`src/sv/shc_sqmul.sv`:
```
// ----------------------------------------------------------------------------
// shc_sqmul
// Two stage unsigned multiplier: registered half-width partial products,
// then a registered sum.
// ----------------------------------------------------------------------------
module shc_sqmul #(
    parameter int W = 38
) (
    input  logic           i_clk,
    input  logic           i_en,
    input  logic [W-1:0]   i_a,
    input  logic [W-1:0]   i_b,
    output logic [2*W-1:0] o_p
);
    localparam int H = (W + 1) / 2;

    logic [2*H-1:0] ea;
    logic [2*H-1:0] eb;
    logic [2*H-1:0] r_ll, r_lh, r_hl, r_hh;
    logic [2*H-1:0] n_ll, n_lh, n_hl, n_hh;
    logic [4*H-1:0] r_p;
    logic [4*H-1:0] n_p;

    assign ea = (2*H)'(i_a);
    assign eb = (2*H)'(i_b);

    always_comb begin
        n_ll = ea[H-1:0]   * eb[H-1:0];
        n_lh = ea[H-1:0]   * eb[2*H-1:H];
        n_hl = ea[2*H-1:H] * eb[H-1:0];
        n_hh = ea[2*H-1:H] * eb[2*H-1:H];
        n_p  = {r_hh, r_ll}
             + ((4*H)'(r_lh) << H)
             + ((4*H)'(r_hl) << H);
    end

    always_ff @(posedge i_clk) begin
        if (i_en) begin
            r_ll <= n_ll;
            r_lh <= n_lh;
            r_hl <= n_hl;
            r_hh <= n_hh;
            r_p  <= n_p;
        end
    end

    assign o_p = r_p[2*W-1:0];
endmodule

```
`config.mk`:
```
export PLATFORM = sky130hd
export DESIGN_NAME = shc_sqmul
export DESIGN_NICKNAME = d
export VERILOG_FILES = /design/src/sv/shc_sqmul.sv
export SDC_FILE = /design/constraint.sdc
export NUM_CORES = 2
export LEC_CHECK = 0
export BUFFER_PORTS_ARGS = -buffer_cell sky130_fd_sc_hd__buf_2
export CAP_MARGIN = 20
export CORE_UTILIZATION = 45
export DETAILED_ROUTE_END_ITERATION = 12
export GPL_ROUTABILITY_DRIVEN = 1
export HOLD_SLACK_MARGIN = 0.02
export PLACE_DENSITY = 0.67
export SYNTH_ARGS = -nofsm -noshare
export SYNTH_HDL_FRONTEND = slang
export SYNTH_SLANG_ARGS = --single-unit
```
`constraint.sdc`:
```
create_clock -name i_clk -period 6.72 [get_ports i_clk]
set_input_delay 0.672 -clock i_clk [delete_from_list [all_inputs] [get_ports i_clk]]
set_output_delay 0.672 -clock i_clk [all_outputs]
set_load 0.005 [all_outputs]
```
==> flow_metrics.tcl <==
set metrics [dict create \
    status "complete, no violations" \
    dieArea_sq_mm 0.130 \
    r2r_slack_ns 2.49 \
    drt_iter0_drc 2844 \
    grt_max_degree 134 \
    dp.final_hpwl_mm 131 \
    async_reset_ff_frac 0 \
    yosys.cell_types.count 71 \
    wirelength_mm 155 \
    synthTopCellsByArea "fa_1 (41%), edfxtp_1 (12%), ha_1 (11%)" \
    h-tree-depth 1 \
    synth_mux_area_frac 0.000173 \
    syn_area_sq_mm 0.0580 \
    yosysMostFrequentCell "inv_1" \
    fin_skew_ns 0.0313 \
    synth_xor_area_frac 0.0273 \
    fin_crit_ns 6.43 \
    end_kind "flop" \
    reg2reg_to "o_p[73]$_DFFE_PP_" \
    synth.avg_cell_area_sq_um 9.34 \
    max_freq_mhz 156 \
    fin_util 0.507 \
    seq_area_frac_synth 0.118 \
    clk_pin_slew_ns 0.06 \
    cts_resized 0 \
    r2r_start "r_ll[21]$_DFFE_PP_" \
    synth_edf_count 228 \
    r2r_cells 11 \
    cts_tree "yes" \
    crit_fanout 19 \
    worst_slew_pin_slew_ns 1.00 \
    grt.total_usage 0.245 \
    vias 42600 \
    area_growth_pct 11.7 \
    ctsHoldBuffers 0 \
    grt_pass1_wl_mm 250 \
    cts.sinks 228 \
    synth_commonest_cells "inv_1 (1453), fa_1 (1191), nand2_1 (780)" \
    num_rows 131 \
    drive_above_1_share 0.109 \
    grt_antenna_before_repair 20 \
    grt_overflow 0 \
    syn-num-nets 8005 \
    ys_warn_count 0 \
    hold_end "o_p[7]$_DFFE_PP_" \
    dr.pass1.iters 5 \
    regArea_sq_mm 0.00685 \
    crit_path_start_kind "input port" \
    hold_viol_final 0 \
    finalCritPeriodShare 0.957 \
    die_x_um 361 \
    cts_inserted_buffers 30 \
    die_y_um 361 \
    rsz0062_at_grt "false" \
    syn_inst 6206 \
    worstHoldStart "r_ll[7]$_DFFE_PP_" \
    viasPerCell 5.18 \
    drcViolationCount 0 \
    port_buffers 153 \
    synth_compound_area_frac 0.0577 \
    drv_slew 0 \
    crit_type "in -> reg" \
    finalSetupViolCount 0 \
    synthAdderAreaFrac 0.525 \
    synth_top_family_by_area "adder cells" \
    pin_count 154 \
    clkLatencyLatePin_ns 0.66 \
    synth-seq-cells 228 \
    coreArea_sq_mm 0.128 \
    synth_top_area_frac 0.411 \
    yosys.area_share.simple 0.155 \
    cp.required_ns 7.09 \
    layout.nets 8330 \
    wl_per_cell_um 18.8 \
    maxSlewHeadroom 0.331 \
    gp_congestion 0.908 \
    synth_top_area_cell "fa_1" \
    holdCritPathClass "reg -> reg" \
    initial_utilization 0.454 \
    hold_depth 0 \
    cts_root_buffer "clkbuf_16" \
    multi_input_area_sq_mm 0.0444 \
    fillers 11700 \
    grt_pass1_vias 46100 \
    ctsLongestPathBuffers 3 \
    cts_setup_buffers 0 \
    worst_ep_arrival_time_ns 6.80 \
    final_antenna_net_count 0 \
    synth-main-ff-cell "edfxtp_1" \
    drv_cap 0 \
]
worst max-delay path, stage by stage:
cell and delay [ns]:
clkbuf_4 0.26, buf_4 0.26, and2_1 0.16, fa_1 0.53, inv_1 0.05, fa_1 0.47, fa_1 0.51, inv_1 0.06
fa_1 0.50, inv_1 0.06, fa_1 0.45, fa_1 0.52, inv_1 0.04, ha_1 0.20, a2111oi_2 0.44, o211ai_1 0.17
nand3_1 0.22, a21boi_1 0.16, a41oi_2 0.24, a21oi_1 0.12, a211o_1 0.31, a311oi_2 0.27, xnor2_1 0.09
state kept, by name, summed over array words and instances (netlist names):
name	cells
r_lh	38
r_hl	38
o_p	76
r_ll	38
r_hh	38
kinds of logic (layout without fill, tap and decap cells):
group / count (synthesis) / count (layout)
compound gates: 497 / 497
xor+xnor: 181 / 181
fa+ha+maj: 1721 / 1721
buf+inv: 1799 / 2147
flops: 228 / 228
mux: 1 / 1
other cells: 0 / 11
simple gates: 1779 / 1779
cell usage in the layout (no fill, tap or decap), drive strengths merged, types with 5 or more instances in the layout:
cell type	count
diode	11
xnor2	124
o21bai	31
a221oi	9
fa	1191
a21oi	164
clkinv	9
inv	1456
bufinv	7
o2111ai	5
a211oi	20
or2	5
xor2	57
a31oi	17
and4	7
clkbuf	36
a41oi	6
ha	530
buf	637
nand4	30
nor2b	13
edfxtp	228
o21ai	70
o31ai	12
nand2b	7
a2111oi	9
or3	8
nor2	77
o21a	24
a21o	87
nor4	5
nand3	34
nand2	781
nor3	18
a211o	6
and2	768
o211ai	6
and3	16
routing by layer:
layer / up-vias / share of wire / GRT usage
met4: 6 / 0.038 / 0.0861
met5: - / 0.00019 / 0
met3: 267 / 0.078 / 0.0414
li1: 19200 / - / -
met2: 1409 / 0.46 / 0.397
met1: 21700 / 0.42 / 0.331
layout make-up:
class                   count  area share
repair buffers            639      0.0754
inverters                1453      0.0842
clock inverters            21     0.00500
multi-input cells        4179       0.685
flip-flops and latches    228       0.106
diodes                     11    0.000425
well taps                1662      0.0321
clock buffers              34      0.0118
worst max path at each step:
stage / slack (ns) / endpoint / cells after the start / startpoint
after floorplan: 0.008 / r_ll[35]$_DFFE_PP_ / 24 / i_a[12]
after global placement: -0.35 / r_hl[36]$_DFFE_PP_ / 24 / i_b[1]
after detailed placement: -0.43 / r_hl[36]$_DFFE_PP_ / 24 / i_b[1]
after CTS: 0.26 / r_hl[36]$_DFFE_PP_ / 24 / i_b[1]
after global routing: 0.03 / r_hl[36]$_DFFE_PP_ / 24 / i_b[1]
final: 0.29 / r_ll[36]$_DFFE_PP_ / 23 / i_b[1]
per-stage QoR:
stage	hold slack, ns	setup slack [ns]	std cells	cell area [sq um]	TNS [ns]
floorplan	0.400	0.00841	6206	58000	0
global placement	0.405	-0.353	8161	63600	-5.41
detailed placement	0.406	-0.430	8161	63600	-8.46
CTS	0.420	0.257	8216	64700	0
global route	0.425	0.0291	8222	64700	0
finish	0.420	0.290	8227	64800	0
Power is not shown: default switching activity piles up to over one toggle a cycle in this logic, so the estimate is an artifact.
